`config.mk`:
```
export PLATFORM = sky130hd
export DESIGN_NAME = hysteresis_fan_speed_controller
export DESIGN_NICKNAME = d
export VERILOG_FILES = /design/src/sv/hfsc_pkg.sv /design/src/sv/hfsc_cfg.sv /design/src/sv/hfsc_accum.sv /design/src/sv/hfsc_scale.sv /design/src/sv/hfsc_ctrl.sv /design/src/sv/hysteresis_fan_speed_controller.sv
export SDC_FILE = /design/constraint.sdc
export NUM_CORES = 1
export LEC_CHECK = 0
export BUFFER_PORTS_ARGS = -buffer_cell sky130_fd_sc_hd__buf_2
export CORE_MARGIN = 4
export CORE_UTILIZATION = 34
export DETAILED_ROUTE_END_ITERATION = 8
export PLACE_DENSITY = 0.6
export SYNTH_ARGS = -nofsm -noshare
export SYNTH_HDL_FRONTEND = slang
export SYNTH_HIERARCHICAL = 1
export SYNTH_SLANG_ARGS = --single-unit
```
`constraint.sdc`:
```
create_clock -name clk_i -period 11.3 [get_ports clk_i]
set_clock_uncertainty 0.15 [all_clocks]
set_input_delay 1.13 -clock clk_i [delete_from_list [all_inputs] [get_ports clk_i]]
set_output_delay 1.13 -clock clk_i [all_outputs]
set_load 0.02 [all_outputs]
```
`src/sv/hfsc_pkg.sv`:
```
package hfsc_pkg;

  // Window length and sample range.
  localparam int SAMPLES_PER_WINDOW = 20;
  localparam int SAMPLE_W           = 10;
  localparam int SAMPLE_MAX         = (1 << SAMPLE_W) - 1;

  // Accumulator width covers a full window of maximum samples.
  localparam int ACC_W = $clog2(SAMPLES_PER_WINDOW * SAMPLE_MAX + 1);
  localparam int CNT_W = (SAMPLES_PER_WINDOW > 1) ? $clog2(SAMPLES_PER_WINDOW) : 1;

  // Floored division by the window length as a multiply by a rounded-up
  // reciprocal. With this shift the result is exact for every sum below 2**ACC_W.
  localparam int RECIP_SHIFT = ACC_W + $clog2(SAMPLES_PER_WINDOW);
  localparam int RECIP_MULT  = ((1 << RECIP_SHIFT) + SAMPLES_PER_WINDOW - 1)
                               / SAMPLES_PER_WINDOW;
  localparam int RECIP_W     = RECIP_SHIFT + 1;
  localparam int PROD_W      = ACC_W + RECIP_W;

  // Temperature in 1/1024 degree C.
  localparam int TEMP_W     = 19;
  localparam int TEMP_SCALE = 500;
  localparam int FRAC_W     = 10;

  localparam int GAS_W  = 10;
  localparam int DUTY_W = 8;

  // Configuration register indexes.
  typedef enum logic [2:0] {
    REG_LOW_THRESHOLD   = 3'd0,
    REG_HIGH_THRESHOLD  = 3'd1,
    REG_HYSTERESIS_BAND = 3'd2,
    REG_GAS_THRESHOLD   = 3'd3,
    REG_DUTY_MEDIUM     = 3'd4,
    REG_DUTY_MAX        = 3'd5
  } cfg_reg_e;

  localparam logic [TEMP_W-1:0] LOW_THRESH_RST  = TEMP_W'(33792);
  localparam logic [TEMP_W-1:0] HIGH_THRESH_RST = TEMP_W'(38912);
  localparam logic [TEMP_W-1:0] HYST_RST        = TEMP_W'(2048);
  localparam logic [GAS_W-1:0]  GAS_THRESH_RST  = GAS_W'(130);
  localparam logic [DUTY_W-1:0] DUTY_MED_RST    = DUTY_W'(150);
  localparam logic [DUTY_W-1:0] DUTY_MAX_RST    = DUTY_W'(255);

  // Temperature modes as a one-hot state register.
  typedef enum logic [2:0] {
    MODE_OFF    = 3'b001,
    MODE_MEDIUM = 3'b010,
    MODE_HIGH   = 3'b100
  } mode_e;

  // Encoded mode and LED values on the result word.
  localparam logic [1:0] MODE_CODE_OFF    = 2'd0;
  localparam logic [1:0] MODE_CODE_MEDIUM = 2'd1;
  localparam logic [1:0] MODE_CODE_HIGH   = 2'd2;

  localparam logic [1:0] LED_GREEN  = 2'd0;
  localparam logic [1:0] LED_YELLOW = 2'd1;
  localparam logic [1:0] LED_RED    = 2'd2;

  typedef struct packed {
    logic [SAMPLE_W-1:0] temp_sample;
    logic [SAMPLE_W-1:0] gas_sample;
    logic                gas_pin_level;
  } in_item_t;

  typedef struct packed {
    logic [DUTY_W-1:0] fan_duty;
    logic [1:0]        led_select;
    logic              gas_alarm;
    logic [1:0]        fan_mode;
    logic [8:0]        temp_whole;
    logic [3:0]        temp_tenth;
    logic [GAS_W-1:0]  gas_average;
  } out_item_t;

  typedef struct packed {
    logic [TEMP_W-1:0] low_threshold;
    logic [TEMP_W-1:0] high_threshold;
    logic [TEMP_W-1:0] hysteresis_band;
    logic [GAS_W-1:0]  gas_threshold;
    logic [DUTY_W-1:0] duty_medium;
    logic [DUTY_W-1:0] duty_max;
  } cfg_t;

  // Switching points of the hysteresis machine. A lower point that would
  // fall below zero is disabled.
  typedef struct packed {
    logic [TEMP_W:0]   up_medium;
    logic [TEMP_W-1:0] down_off;
    logic              down_off_en;
    logic [TEMP_W:0]   up_high;
    logic [TEMP_W-1:0] down_medium;
    logic              down_medium_en;
  } limits_t;

  // A completed window on its way through the pipeline.
  typedef struct packed {
    logic [ACC_W-1:0] temp_sum;
    logic [ACC_W-1:0] gas_sum;
    logic             pin_level;
  } window_t;

  typedef struct packed {
    logic [TEMP_W-1:0] temp_value;
    logic [GAS_W-1:0]  gas_average;
    logic              gas_alarm;
  } scaled_t;

endpackage

```
`src/sv/hfsc_cfg.sv`:
```
module hfsc_cfg (
  input  logic            clk_i,
  input  logic            rst_ni,
  input  logic            cfg_valid_i,
  input  logic [2:0]      cfg_index_i,
  input  logic [18:0]     cfg_data_i,
  output hfsc_pkg::cfg_t    cfg_o,
  output hfsc_pkg::limits_t limits_o
);
  import hfsc_pkg::*;

  cfg_t    cfg_q, cfg_d;
  limits_t limits_q, limits_d;
  logic [TEMP_W:0] lo_diff, hi_diff;

  always_comb begin
    cfg_d = cfg_q;
    if (cfg_valid_i) begin
      unique case (cfg_reg_e'(cfg_index_i))
        REG_LOW_THRESHOLD:   cfg_d.low_threshold   = cfg_data_i[TEMP_W-1:0];
        REG_HIGH_THRESHOLD:  cfg_d.high_threshold  = cfg_data_i[TEMP_W-1:0];
        REG_HYSTERESIS_BAND: cfg_d.hysteresis_band = cfg_data_i[TEMP_W-1:0];
        REG_GAS_THRESHOLD:   cfg_d.gas_threshold   = cfg_data_i[GAS_W-1:0];
        REG_DUTY_MEDIUM:     cfg_d.duty_medium     = cfg_data_i[DUTY_W-1:0];
        REG_DUTY_MAX:        cfg_d.duty_max        = cfg_data_i[DUTY_W-1:0];
        default:             cfg_d = cfg_q;
      endcase
    end
  end

  // The switching points follow the registers in the next cycle.
  always_comb begin
    lo_diff = {1'b0, cfg_q.low_threshold} - {1'b0, cfg_q.hysteresis_band};
    hi_diff = {1'b0, cfg_q.high_threshold} - {1'b0, cfg_q.hysteresis_band};
    limits_d.up_medium      = {1'b0, cfg_q.low_threshold} + {1'b0, cfg_q.hysteresis_band};
    limits_d.up_high        = {1'b0, cfg_q.high_threshold} + {1'b0, cfg_q.hysteresis_band};
    limits_d.down_off       = lo_diff[TEMP_W-1:0];
    limits_d.down_off_en    = ~lo_diff[TEMP_W];
    limits_d.down_medium    = hi_diff[TEMP_W-1:0];
    limits_d.down_medium_en = ~hi_diff[TEMP_W];
  end

  always_ff @(posedge clk_i or negedge rst_ni) begin
    if (!rst_ni) begin
      cfg_q.low_threshold     <= LOW_THRESH_RST;
      cfg_q.high_threshold    <= HIGH_THRESH_RST;
      cfg_q.hysteresis_band   <= HYST_RST;
      cfg_q.gas_threshold     <= GAS_THRESH_RST;
      cfg_q.duty_medium       <= DUTY_MED_RST;
      cfg_q.duty_max          <= DUTY_MAX_RST;
      limits_q.up_medium      <= {1'b0, LOW_THRESH_RST} + {1'b0, HYST_RST};
      limits_q.up_high        <= {1'b0, HIGH_THRESH_RST} + {1'b0, HYST_RST};
      limits_q.down_off       <= LOW_THRESH_RST - HYST_RST;
      limits_q.down_off_en    <= (LOW_THRESH_RST >= HYST_RST);
      limits_q.down_medium    <= HIGH_THRESH_RST - HYST_RST;
      limits_q.down_medium_en <= (HIGH_THRESH_RST >= HYST_RST);
    end else begin
      cfg_q    <= cfg_d;
      limits_q <= limits_d;
    end
  end

  assign cfg_o    = cfg_q;
  assign limits_o = limits_q;

endmodule

```
`src/sv/hfsc_accum.sv`:
```
module hfsc_accum (
  input  logic               clk_i,
  input  logic               rst_ni,
  input  logic               accept_i,
  input  hfsc_pkg::in_item_t in_data_i,
  input  logic               win_ready_i,
  output logic               win_valid_o,
  output hfsc_pkg::window_t  win_o
);
  import hfsc_pkg::*;

  logic [ACC_W-1:0] temp_acc_q, temp_acc_d, gas_acc_q, gas_acc_d;
  logic [CNT_W-1:0] count_q, count_d;
  logic             win_valid_q, win_valid_d;
  window_t          win_q;
  logic [ACC_W-1:0] temp_sum, gas_sum;
  logic             last_item;

  assign temp_sum  = temp_acc_q + ACC_W'(in_data_i.temp_sample);
  assign gas_sum   = gas_acc_q + ACC_W'(in_data_i.gas_sample);
  assign last_item = (count_q == CNT_W'(SAMPLES_PER_WINDOW - 1));

  always_comb begin
    temp_acc_d  = temp_acc_q;
    gas_acc_d   = gas_acc_q;
    count_d     = count_q;
    win_valid_d = win_valid_q && !win_ready_i;
    if (accept_i) begin
      if (last_item) begin
        temp_acc_d  = '0;
        gas_acc_d   = '0;
        count_d     = '0;
        win_valid_d = 1'b1;
      end else begin
        temp_acc_d = temp_sum;
        gas_acc_d  = gas_sum;
        count_d    = count_q + CNT_W'(1);
      end
    end
  end

  always_ff @(posedge clk_i or negedge rst_ni) begin
    if (!rst_ni) begin
      temp_acc_q  <= '0;
      gas_acc_q   <= '0;
      count_q     <= '0;
      win_valid_q <= 1'b0;
    end else begin
      temp_acc_q  <= temp_acc_d;
      gas_acc_q   <= gas_acc_d;
      count_q     <= count_d;
      win_valid_q <= win_valid_d;
    end
  end

  always_ff @(posedge clk_i) begin
    if (accept_i && last_item) begin
      win_q.temp_sum  <= temp_sum;
      win_q.gas_sum   <= gas_sum;
      win_q.pin_level <= in_data_i.gas_pin_level;
    end
  end

  assign win_valid_o = win_valid_q;
  assign win_o       = win_q;

endmodule

```
`src/sv/hfsc_scale.sv`:
```
module hfsc_scale (
  input  logic                     clk_i,
  input  logic                     rst_ni,
  input  logic                     win_valid_i,
  input  hfsc_pkg::window_t        win_i,
  output logic                     win_ready_o,
  input  logic [hfsc_pkg::GAS_W-1:0] gas_threshold_i,
  input  logic                     next_ready_i,
  output logic                     scaled_valid_o,
  output hfsc_pkg::scaled_t        scaled_o
);
  import hfsc_pkg::*;

  localparam logic [PROD_W-1:0] RecipC = PROD_W'(RECIP_MULT);

  logic [PROD_W-1:0]   temp_prod, gas_prod;
  logic [SAMPLE_W-1:0] temp_avg_q, gas_avg_q;
  logic                pin_q;
  logic                avg_valid_q, scaled_valid_q;
  logic                avg_free, scaled_free;
  scaled_t             scaled_q;

  assign scaled_free = !scaled_valid_q || next_ready_i;
  assign avg_free    = !avg_valid_q || scaled_free;
  assign win_ready_o = avg_free;

  // First stage: floored averages by reciprocal multiply.
  assign temp_prod = PROD_W'(win_i.temp_sum) * RecipC;
  assign gas_prod  = PROD_W'(win_i.gas_sum) * RecipC;

  always_ff @(posedge clk_i or negedge rst_ni) begin
    if (!rst_ni) begin
      avg_valid_q    <= 1'b0;
      scaled_valid_q <= 1'b0;
    end else begin
      if (avg_free) begin
        avg_valid_q <= win_valid_i;
      end
      if (scaled_free) begin
        scaled_valid_q <= avg_valid_q;
      end
    end
  end

  always_ff @(posedge clk_i) begin
    if (avg_free && win_valid_i) begin
      temp_avg_q <= temp_prod[RECIP_SHIFT +: SAMPLE_W];
      gas_avg_q  <= gas_prod[RECIP_SHIFT +: SAMPLE_W];
      pin_q      <= win_i.pin_level;
    end
    // Second stage: scale to 1/1024 degree C and decide the gas alarm.
    if (scaled_free && avg_valid_q) begin
      scaled_q.temp_value  <= TEMP_W'(temp_avg_q) * TEMP_W'(TEMP_SCALE);
      scaled_q.gas_average <= gas_avg_q;
      scaled_q.gas_alarm   <= !pin_q || (gas_avg_q > gas_threshold_i);
    end
  end

  assign scaled_valid_o = scaled_valid_q;
  assign scaled_o       = scaled_q;

endmodule

```
`src/sv/hfsc_ctrl.sv`:
```
module hfsc_ctrl (
  input  logic                clk_i,
  input  logic                rst_ni,
  input  logic                scaled_valid_i,
  input  hfsc_pkg::scaled_t   scaled_i,
  output logic                ready_o,
  input  hfsc_pkg::cfg_t      cfg_i,
  input  hfsc_pkg::limits_t   limits_i,
  input  logic                out_stall_i,
  output logic                out_valid_o,
  output hfsc_pkg::out_item_t out_data_o
);
  import hfsc_pkg::*;

  logic [TEMP_W-1:0]   smooth_q, smooth_d;
  logic                smooth_valid_q;
  mode_e               mode_q, mode_d;
  logic                out_valid_q;
  out_item_t           out_q, out_d;
  logic [TEMP_W:0]     smooth_sum;
  logic [FRAC_W+3:0]   frac_x10;
  logic                load;

  assign ready_o = !out_valid_q || !out_stall_i;
  assign load    = ready_o && scaled_valid_i;

  // The first window loads the smoothed value directly; later ones take the
  // floored mean of old and new.
  always_comb begin
    smooth_sum = {1'b0, smooth_q} + {1'b0, scaled_i.temp_value};
    smooth_d   = smooth_valid_q ? smooth_sum[TEMP_W:1] : scaled_i.temp_value;
  end

  // Hysteresis machine; an alarm holds the current mode.
  always_comb begin
    mode_d = mode_q;
    if (!scaled_i.gas_alarm) begin
      unique case (mode_q)
        MODE_OFF: begin
          if ({1'b0, smooth_d} > limits_i.up_medium) mode_d = MODE_MEDIUM;
        end
        MODE_MEDIUM: begin
          if (limits_i.down_off_en && (smooth_d < limits_i.down_off)) begin
            mode_d = MODE_OFF;
          end else if ({1'b0, smooth_d} > limits_i.up_high) begin
            mode_d = MODE_HIGH;
          end
        end
        MODE_HIGH: begin
          if (limits_i.down_medium_en && (smooth_d < limits_i.down_medium)) begin
            mode_d = MODE_MEDIUM;
          end
        end
        default: mode_d = MODE_OFF;
      endcase
    end
  end

  // Tenths digit: ten times the fraction, scaled back by 1/1024.
  assign frac_x10 = {1'b0, smooth_d[FRAC_W-1:0], 3'b000} +
                    {3'b000, smooth_d[FRAC_W-1:0], 1'b0};

  always_comb begin
    out_d.gas_alarm   = scaled_i.gas_alarm;
    out_d.gas_average = scaled_i.gas_average;
    out_d.temp_whole  = smooth_d[TEMP_W-1:FRAC_W];
    out_d.temp_tenth  = frac_x10[FRAC_W+3:FRAC_W];
    unique case (mode_d)
      MODE_MEDIUM: out_d.fan_mode = MODE_CODE_MEDIUM;
      MODE_HIGH:   out_d.fan_mode = MODE_CODE_HIGH;
      default:     out_d.fan_mode = MODE_CODE_OFF;
    endcase
    if (scaled_i.gas_alarm) begin
      out_d.fan_duty   = cfg_i.duty_max;
      out_d.led_select = LED_RED;
    end else begin
      unique case (mode_d)
        MODE_MEDIUM: begin
          out_d.fan_duty   = cfg_i.duty_medium;
          out_d.led_select = LED_YELLOW;
        end
        MODE_HIGH: begin
          out_d.fan_duty   = cfg_i.duty_max;
          out_d.led_select = LED_RED;
        end
        default: begin
          out_d.fan_duty   = '0;
          out_d.led_select = LED_GREEN;
        end
      endcase
    end
  end

  always_ff @(posedge clk_i or negedge rst_ni) begin
    if (!rst_ni) begin
      smooth_q       <= '0;
      smooth_valid_q <= 1'b0;
      mode_q         <= MODE_OFF;
      out_valid_q    <= 1'b0;
    end else begin
      if (ready_o) begin
        out_valid_q <= scaled_valid_i;
      end
      if (load) begin
        smooth_q       <= smooth_d;
        smooth_valid_q <= 1'b1;
        mode_q         <= mode_d;
      end
    end
  end

  always_ff @(posedge clk_i) begin
    if (load) begin
      out_q <= out_d;
    end
  end

  assign out_valid_o = out_valid_q;
  assign out_data_o  = out_q;

endmodule

```
`src/sv/hysteresis_fan_speed_controller.sv`:
```
// Channel  Direction  Handshake                 Word
// in       input      in_valid_i / in_stall_o    temp_sample, gas_sample, gas_pin_level
// out      output     out_valid_o / out_stall_i  duty, LED, alarm, mode, temperature, gas
// cfg      input      cfg_valid_i / cfg_ready_o  register index and write data
//
// One input word is taken every cycle unless the input stalls. Words are
// summed in the accumulator; the last word of a window produces one result
// word that passes the window register, average multiply, temperature
// scaling and result register. Reset clears the sums, the smoothed
// temperature and the mode, and loads the register defaults; there is no
// clearing pass. A stall on the output fills the three stages behind the
// result register before the input stalls; configuration writes are taken in every cycle.
module hysteresis_fan_speed_controller (
  input  logic                clk_i,
  input  logic                rst_ni,
  input  logic                in_valid_i,
  output logic                in_stall_o,
  input  hfsc_pkg::in_item_t  in_data_i,
  output logic                out_valid_o,
  input  logic                out_stall_i,
  output hfsc_pkg::out_item_t out_data_o,
  input  logic                cfg_valid_i,
  output logic                cfg_ready_o,
  input  logic [2:0]          cfg_index_i,
  input  logic [18:0]         cfg_data_i
);
  import hfsc_pkg::*;

  cfg_t    cfg;
  limits_t limits;
  window_t win;
  scaled_t scaled;
  logic    win_valid, win_ready;
  logic    scaled_valid, ctrl_ready;
  logic    in_accept;

  // Registers are always writable.
  assign cfg_ready_o = 1'b1;

  // Only a completed window waiting in front of a full pipeline holds off
  // the input.
  assign in_stall_o = win_valid && !win_ready;
  assign in_accept  = in_valid_i && !in_stall_o;

  hfsc_cfg u_cfg (
    .clk_i       (clk_i),
    .rst_ni      (rst_ni),
    .cfg_valid_i (cfg_valid_i && cfg_ready_o),
    .cfg_index_i (cfg_index_i),
    .cfg_data_i  (cfg_data_i),
    .cfg_o       (cfg),
    .limits_o    (limits)
  );

  hfsc_accum u_accum (
    .clk_i       (clk_i),
    .rst_ni      (rst_ni),
    .accept_i    (in_accept),
    .in_data_i   (in_data_i),
    .win_ready_i (win_ready),
    .win_valid_o (win_valid),
    .win_o       (win)
  );

  hfsc_scale u_scale (
    .clk_i           (clk_i),
    .rst_ni          (rst_ni),
    .win_valid_i     (win_valid),
    .win_i           (win),
    .win_ready_o     (win_ready),
    .gas_threshold_i (cfg.gas_threshold),
    .next_ready_i    (ctrl_ready),
    .scaled_valid_o  (scaled_valid),
    .scaled_o        (scaled)
  );

  hfsc_ctrl u_ctrl (
    .clk_i          (clk_i),
    .rst_ni         (rst_ni),
    .scaled_valid_i (scaled_valid),
    .scaled_i       (scaled),
    .ready_o        (ctrl_ready),
    .cfg_i          (cfg),
    .limits_i       (limits),
    .out_stall_i    (out_stall_i),
    .out_valid_o    (out_valid_o),
    .out_data_o     (out_data_o)
  );

`ifndef NO_ASSERTIONS
  // An alarm always lights the red LED and drives the maximum duty.
  assert property (@(posedge clk_i) disable iff (!rst_ni)
    out_valid_o && out_data_o.gas_alarm |->
      out_data_o.led_select == LED_RED && out_data_o.fan_duty == cfg.duty_max)
    else $error("gas alarm without red LED and maximum duty");

  // Without an alarm the LED follows the reported mode.
  assert property (@(posedge clk_i) disable iff (!rst_ni)
    out_valid_o && !out_data_o.gas_alarm |->
      (out_data_o.fan_mode == MODE_CODE_OFF && out_data_o.led_select == LED_GREEN &&
       out_data_o.fan_duty == '0) ||
      (out_data_o.fan_mode == MODE_CODE_MEDIUM && out_data_o.led_select == LED_YELLOW) ||
      (out_data_o.fan_mode == MODE_CODE_HIGH && out_data_o.led_select == LED_RED))
    else $error("LED or duty does not match fan mode");

  // The tenths digit is a decimal digit.
  assert property (@(posedge clk_i) disable iff (!rst_ni)
    out_valid_o |-> out_data_o.temp_tenth <= 4'd9)
    else $error("tenths digit out of range");
`endif

endmodule
```
==> results of run 1 <==
-- final cells by class --
type	count	area [sq um]
Inverter	405	1520
Sequential cell	339	9110
Clock inverter	24	245
Multi-Input combinational cell	1871	17200
Timing Repair Buffer	100	548
Fill cell	8127	50800
Clock buffer	56	1180
Antenna cell	2	5.00
Tap cell	1070	1340
-- worst max-delay path, stage by stage, from the launching register on --
cell,delay (ps)
edfxtp_1,480
ha_1,350
inv_1,60
fa_1,560
fa_1,510
inv_1,40
ha_1,290
a21o_1,210
fa_1,500
inv_1,50
fa_1,470
inv_1,40
ha_1,320
nand4_1,150
o41ai_1,90
a31oi_1,250
o2111ai_1,230
a311oi_1,550
nor2_1,100
a211o_1,240
-- cell families (layout without fill, tap and decap cells) --
logic type,after synthesis,after routing,share of synthesized area (%)
fa+ha+maj,614,614,31.3
compound gates,523,523,13.1
simple gates,499,499,8.71
buf+inv,466,585,6.51
flops,339,339,32.4
xor+xnor,147,147,4.58
mux,85,85,3.37
other cells,2,5,0.0267
-- sequential cells by signal (all words and copies together), names as in the netlist, 3 cells and up --
| register | flops |
|---|---|
| u_accum/count_q | 5 |
| u_accum/gas_acc_q | 15 |
| u_accum/temp_acc_q | 15 |
| u_accum/win_o | 31 |
| u_cfg/cfg_o | 83 |
| u_cfg/limits_o | 78 |
| u_ctrl/mode_q | 3 |
| u_ctrl/out_data_o | 36 |
| u_ctrl/smooth_q | 19 |
| u_scale/gas_avg_q | 10 |
| u_scale/scaled_o | 28 |
| u_scale/temp_avg_q | 10 |
-- cells in the final DEF (no fill, tap or decap), types with 19 or more instances in the layout --
cell type | synthesis | routed
fa_1 | 148 | 148
o21ai_0 | 87 | 87
mux2_2 | 78 | 78
nor2_1 | 136 | 136
ha_1 | 466 | 466
o21a_1 | 21 | 21
inv_1 | 399 | 398
xnor2_1 | 112 | 112
dfstp_2 | 35 | 35
nor3_1 | 39 | 39
nand3_1 | 33 | 33
nand2_1 | 130 | 130
nor2b_1 | 27 | 27
dfrtp_1 | 188 | 188
a22o_1 | 21 | 21
buf_2 | 13 | 84
clkbuf_16 | 0 | 44
a21o_1 | 54 | 54
nand4_1 | 32 | 32
a21oi_1 | 123 | 123
xor2_1 | 35 | 35
edfxtp_1 | 116 | 116
a211oi_1 | 20 | 20
o21bai_1 | 23 | 23
o211ai_1 | 19 | 19
-- worst paths after layout --
path,slack (ps),to,depth (start not counted),from
max in group asynchronous,8400,u_cfg/limits_o[57],3,rst_ni
min in group asynchronous,480,u_cfg/cfg_o[11],1,rst_ni
worst max-delay path,5400,u_scale/temp_avg_q[9],19,u_accum/win_o[25]
worst min-delay path,250,u_ctrl/out_data_o[8],0,u_scale/scaled_o[9]
worst max register to register,5400,u_scale/temp_avg_q[9],19,u_accum/win_o[25]
worst min register to register,250,u_ctrl/out_data_o[8],0,u_scale/scaled_o[9]
-- metrics by stage --
step	std cells	total power [W]	setup slack, ps	instance area (sq um)	utilization (%)
after global routing	3865	0.0110	5080	31200	38.0
after floorplan	2676	0.00693	5900	28100	-
final	3867	0.00990	5400	31200	38.0
after global placement	3785	0.00844	5530	29700	36.3
after detailed placement	3785	0.00851	5450	29700	36.3
after CTS	3865	0.0100	5410	31200	38.0
-- metal layers --
metal  up-vias  part of all wire, %  global-route usage, %
met1      9290                   47                   21.1
met2       306                   46                   25.3
met3        88                  3.9                   2.09
met5         -                    0                      0
met4         0                  2.5                   4.04
li1       9494                    -                      -
-- report_power, final --
part	switching, W	leakage, nW	internal (W)	total [W]
clock	0.000578	0.695	0.000813	0.00139
combinational	0.00368	10.4	0.00277	0.00644
sequential	0.000211	3.67	0.00185	0.00206
==> results, run 1 <==
- Dividing the detail-routed via count by the number of cells gives 4.96.
- The final layout net count is 3,422.
- By area the synthesized netlist is led by ha_1, dfrtp_1, edfxtp_1.
- Hold is met by 246 ps.
- The placeable core area is 82,000 sq um.
- In this run, post-CTS hold repair placed 0 buffers.
- Data arrives at the worst endpoint at 6060 ps.
- The leakage power is 14.8 nW.
- The placer congestion estimate is 0.886.
- The pin count of the biggest net entering global routing is 100.
- The global-route wire length before repair is 107 mm.
- The clock latency on the worst-skew pair is 590 ps.
- For this design the top-level I/O count stands at 87.
- The category of the worst setup path launch point is a flip-flop.
- The number of detailed-route iterations in the first pass is 5.
- The library cell occupying the most area in the post-synthesis netlist is ha_1.
- Once the clock tree was built, the setup fixing pass inserted 0 buffers.
- After synthesis, the share of flip-flops with an asynchronous set or reset is 65.8%.
- The share of cells above drive strength 1 is 12.3%.
- The clock tree from TritonCTS is done.
- The setup path with the least slack is of type flip-flop to flip-flop.
- The count of nets left with antenna violations once routing finished came out at 0.
- Port buffering added 85 buffers.
- Based on the critical path, the design can be clocked at up to 169 MHz.
- The count of routing violations after the opening detailed-route iteration is 948.
- The routed layout has 19.2k vias.
- The final clock period utilization by the worst path is 52.2%.
- The average footprint of a synthesized cell is 10.5 sq um.
- The number of global-route vias before repair came to 19.6k.
- Max-cap violations in this run came to 0.
- The total die area is 87,300 sq um.
- The register clock-pin slew on the reported worst setup and hold paths is 60 ps.
- The endpoint type of the worst setup path is a flip-flop.
- The number of buffers inserted during clock tree synthesis is 43.
- The number of sinks on the clock net is 339.
- The routed design has 66.1 mm of wire.
- The most instantiated flip-flop cell in the synthesis netlist is dfrtp_1.
- The routed wirelength normalized by instance count is 17.1 um.
- The flow ran to the end, and the final reports show no timing, DRC or antenna violations.
- In this run, post-CTS repair resized a total of 0 instances.
- At the worst endpoint, the required time is 11,460 ps.
- The area growth from synthesis to layout is 10.9%.
- The transition time at the pin with the least slew margin is 1160 ps.
- The longest clock path from root to sink contains 3 buffers.
- The HPWL reported at the end of detailed placement is 52.4 mm.
- Setup repair after global routing left no endpoint under its margin.
- Measured along the y axis, the die boundary spans 296 um.
- The total power per unit cell area is 318 nW/um^2.
- Summed over all layers, the global routing overflow is 0.
- The final hold violation count is 0.
- The worst min-delay path category is flip-flop to flip-flop.
- In this run, distinct cell masters in the synthesized netlist total 110.
- The floorplan die width is 296 um.
- Headroom to the max-slew limit came out at 22.9%.
- The effective utilization at floorplan is 34.3%.
- Setup violations remaining at the end of the flow were counted as 0.
- The worst path needs 5900 ps of the cycle, external delays included.
- The total number of H-tree levels is 2.
- Yosys mapped a number of flops with a built-in enable equal to 116.
- The count of warnings emitted by yosys is 6.
- The synthesized design contains 339 register bits.
- The number of antenna violations at the first check in global routing was 4.
- The portion of synthesized cell area occupied by the leading cell type is 20.7%.
- For this run, design rule violations remaining after detail routing come to 0.
- Along the worst path, the maximum fanout reaches 5.
- Global routing used 15.3% of the available tracks.
- Adding up every negative setup slack in the final design gives 0 ps.
- The most common cell in the synthesized netlist is ha_1.
- In the synthesized netlist, the number of instances is 2,675.
- The number of max-slew violations in the final report is 0.
- Across the VDD grid, the largest voltage drop is 0.169 mV.
- In the synthesized netlist, the cells that appear most often are ha_1, inv_1, dfrtp_1.
- The cell area that synthesis handed to floorplanning was 28,100 sq um.
- The sequential element share of the synthesized area is 32.4%.
- The tree is rooted in a clkbuf_16.
- The initialized floorplan defines 105 standard-cell rows.
(Power assumes the default switching activity.)
==> run 2: changes to the inputs <==
--- a/config.mk
+++ b/config.mk
@@ -5,11 +5,12 @@
 export SDC_FILE = /design/constraint.sdc
 export NUM_CORES = 1
 export LEC_CHECK = 0
+export ABC_AREA = 1
 export BUFFER_PORTS_ARGS = -buffer_cell sky130_fd_sc_hd__buf_2
 export CORE_MARGIN = 4
 export CORE_UTILIZATION = 34
 export DETAILED_ROUTE_END_ITERATION = 8
-export PLACE_DENSITY = 0.6
+export PLACE_DENSITY = 0.61
 export SYNTH_ARGS = -nofsm -noshare
 export SYNTH_HDL_FRONTEND = slang
 export SYNTH_HIERARCHICAL = 1
==> constraint.sdc (replaced) <==
create_clock -name clk_i -period 5.2 [get_ports clk_i]
set_clock_uncertainty 0.15 [all_clocks]
set_input_delay 0.52 -clock clk_i [delete_from_list [all_inputs] [get_ports clk_i]]
set_output_delay 0.52 -clock clk_i [all_outputs]
set_load 0.02 [all_outputs]
==> results, run 2 <==
- Setup violations remaining at the end of the flow were counted as 0.
- The Yosys step of the flow raised 6 warnings.
- The commonest cells after synthesis are nand2_1, inv_1, ha_1.
- The portion of synthesized cell area occupied by the leading cell type is 18.8%.
- The initial utilization of the core area, before any placement, comes to 34.4%.
- Averaged over all synthesized cells, the footprint is 8.00 sq um.
- TritonCTS built the clock tree.
- The post-detailed-routing wire length is 79.8 mm.
- The diode insertion count for antenna repair is 0.
- The number of antenna violations at the first check in global routing was 2.
- Dividing the detail-routed via count by the number of cells gives 4.69.
- In the layout the commonest cells are nand2_1, inv_1, ha_1.
- The clock latency on the worst-skew pair is 590 ps.
- The floorplan step set the die height to 310 um.
- The number of buffers inserted during clock tree synthesis is 44.
- The most frequent standard cell in the layout excluding fill and tap cells is nand2_1.
- The path class of the tightest hold or removal check is primary input to flip-flop.
- Setup repair after global routing could not meet its margin everywhere.
- The run finished with clean final reports.
- Once layout is complete, the utilization of the core stands at 38.3%.
- The category of the worst setup path launch point is a flip-flop.
- The remaining global-route overflow is 0.
- The first global-routing pass estimated 128 mm of wire.
- The number of detailed-route iterations in the first pass is 5.
- The final clock period utilization by the worst path is 96.4%.
- After routing the design area is 34,500 sq um.
- Synthesis handed over a netlist of 3,880 instances.
- The library cell occupying the most area in the post-synthesis netlist is ha_1.
- The number of ports placed on the die boundary is 87.
- The die is 310 um wide.
- The data arrival time of the critical path is 5190 ps.
- Based on the critical path, the design can be clocked at up to 200 MHz.
- The residual antenna-violating net count after detailed routing is 0.
- The cell at the root of the clock tree is clkbuf_16.
- The number of global-route vias before repair is 24.1k.
- In this run, synthesis produced a sequential element count of 339.
- The routed wirelength normalized by instance count is 15.3 um.
- The HPWL reported at the end of detailed placement is 65.2 mm.
- STA classifies the critical path endpoint as a flip-flop.
- The area of the mapped netlist is 31,100 sq um.
- Clock-pin slew was measured on the worst setup and hold paths at 60 ps.
- The area added between synthesis and finish is 11.2%.
- The cell area after placement is 32,800 sq um.
- Among all flip-flop cells after synthesis, the most frequent one is dfrtp_1.
- The flop-to-flop setup slack is 190 ps.
- Setup slack on the critical path of the routed design comes to 188 ps.
- The worst-case IR drop observed on VDD is 0.290 mV.
- In the routed design, unresolved DRC markers number 0.
- Entering global routing, the biggest net connects 123 pins.
- In this run the deepest clock path goes through 3 buffers.
- nand2_1 is the most common cell in the netlist.
- The total die area is 96,200 sq um.
- In this run the core area contains 110 standard-cell rows.
- The H-tree was split into 2 levels.
- The sum of negative setup slack is 0 ps.
- Of all nets on the critical path, the largest fanout is 3.
- Yosys attributes the largest share of cell area to ha_1, dfrtp_1, nand2_1.
- The total number of vias is 24.4k.
- For this run, the number of standard cells in the final layout without fillers is 5,201.
- Wire segments on met2 add up to 36.2 mm in the final route.
- The number of max-slew violations in the final report is 0.
- The max-slew headroom at the worst pin is 20.0%.
- The global-route usage over all layers is 16.8%.
- The count of max-cap constraint violations is 0.
- Signal routing reaches up to met4.
- The clock period minus worst slack is 5010 ps.
- For the pin with the worst max-slew slack, the measured transition is 1200 ps.
- In this run the static leakage power is 18.5 nW.
- The number of library cell types mapped by synthesis is 54.
- The final layout contains 4,651 nets.
- The placeable core area is 90,300 sq um.
- The register with the most flip-flops in the layout has 83 of them.
- The share of cells above drive strength 1 is 9.14%.
- Including well taps, the total number of placed cells is 5,110.
- For the worst setup path, the data required time is 5380 ps.
- The count of routing violations after the opening detailed-route iteration is 1,180.
- The final hold violation count is 0.
- Summing the sequential cell areas from Yosys gives 29.3% of the chip area.
- In the detailed route, the total length drawn on met3 is 3.33 mm.
- The setup path with the least slack is of type flip-flop to flip-flop.
- The number of sinks on the clock net is 339.
- The post-placement setup slack is 45.2 ps.
- The number of enable flip-flop cells after synthesis is 116.
- The placer congestion estimate is 0.891.
- In the final routing, the length of wire on met1 measures 37.8 mm.
- Power spread over the standard cell area amounts to 537 nW/um^2.
- The number of buffer cells added on primary ports is 85.
- The share of flip-flops with an asynchronous set or reset after synthesis is 65.8%.
==> run 2: worst max-delay path: stages, from the launching register on <==
cell and delay [ps]:
edfxtp_1 440, ha_1 350, fa_1 540, inv_2 70
fa_2 530, inv_1 60, ha_4 240, a21o_1 170
fa_1 510, inv_1 60, fa_1 520, inv_1 60
ha_4 250, nand2_2 110, nor2_1 60, nor2_1 160
nor2_1 60, nor3_1 240, nand2_1 80, nand2_1 60
nand2_1 40
==> run 2: power by group <==
group / leakage [nW] / internal (W) / switching, W
sequential: 3.74 / 0.00370 / 0.000391
combinational: 14.0 / 0.00411 / 0.00726
clock: 0.711 / 0.00183 / 0.00127
==> run 2: final cells by class <==
class,count,area (sq um)
fillers,9337,55700
multi-input cells,2772,19100
clock inverters,23,255
repair buffers,122,731
inverters,710,2670
clock buffers,59,1230
flip-flops and latches,339,9110
well taps,1176,1470
==> run 2: worst paths after layout <==
path	startpoint	to	cells past startpoint
setup / recovery	u_accum/win_o[11]	u_scale/gas_avg_q[2]	20
hold / removal	cfg_data_i[15]	u_cfg/cfg_o[79]	3
setup reg to reg	u_accum/win_o[11]	u_scale/gas_avg_q[2]	20
hold reg to reg	u_scale/scaled_o[3]	u_ctrl/out_data_o[2]	0
max in group asynchronous	rst_ni	u_cfg/limits_o[78]	3
min in group asynchronous	rst_ni	u_accum/temp_acc_q[8]	2
==> run 2: per-layer routing <==
| layer | up-vias | track usage (%) |
|---|---|---|
| li1 | 12500 | - |
| met5 | - | 0 |
| met3 | 115 | 2.21 |
| met2 | 419 | 27.7 |
| met1 | 11300 | 23.1 |
| met4 | 0 | 4.85 |
==> run 2: per-stage QoR <==
stage / power [W] / hold slack, ps
detailed placement: 0.0152 / 255
CTS: 0.0184 / 18.1
finish: 0.0186 / 47.4
global placement: 0.0151 / 254
global route: 0.0206 / 61.7
floorplan: 0.0124 / 74.4
==> run 2: timing repair <==
| action | CTS | global route |
|---|---|---|
| pin swaps | 0 | 11 |
| hold buffers | 2 | 0 |
| cloned | 0 | 0 |
| hold endpoints to repair | 55 | 0 |
| gates resized for setup | 1 | 34 |
| endpoints found under the setup margin | 1 | 20 |
| setup buffers | 0 | 7 |
==> run 2: kinds of logic (layout without fill, tap and decap cells) <==
group                    count (synthesis)  count (layout)  share of synthesized area (%)
buffers and inverters                  770             914                           9.81
other                                    2               3                         0.0242
flip-flops                             339             339                           29.3
adder cells (fa/ha/maj)                614             614                           28.3
AO/OA/AOI/OAI                          429             429                           7.75
AND/OR/NAND/NOR                       1637            1637                           22.2
XOR/XNOR                                89              89                           2.58
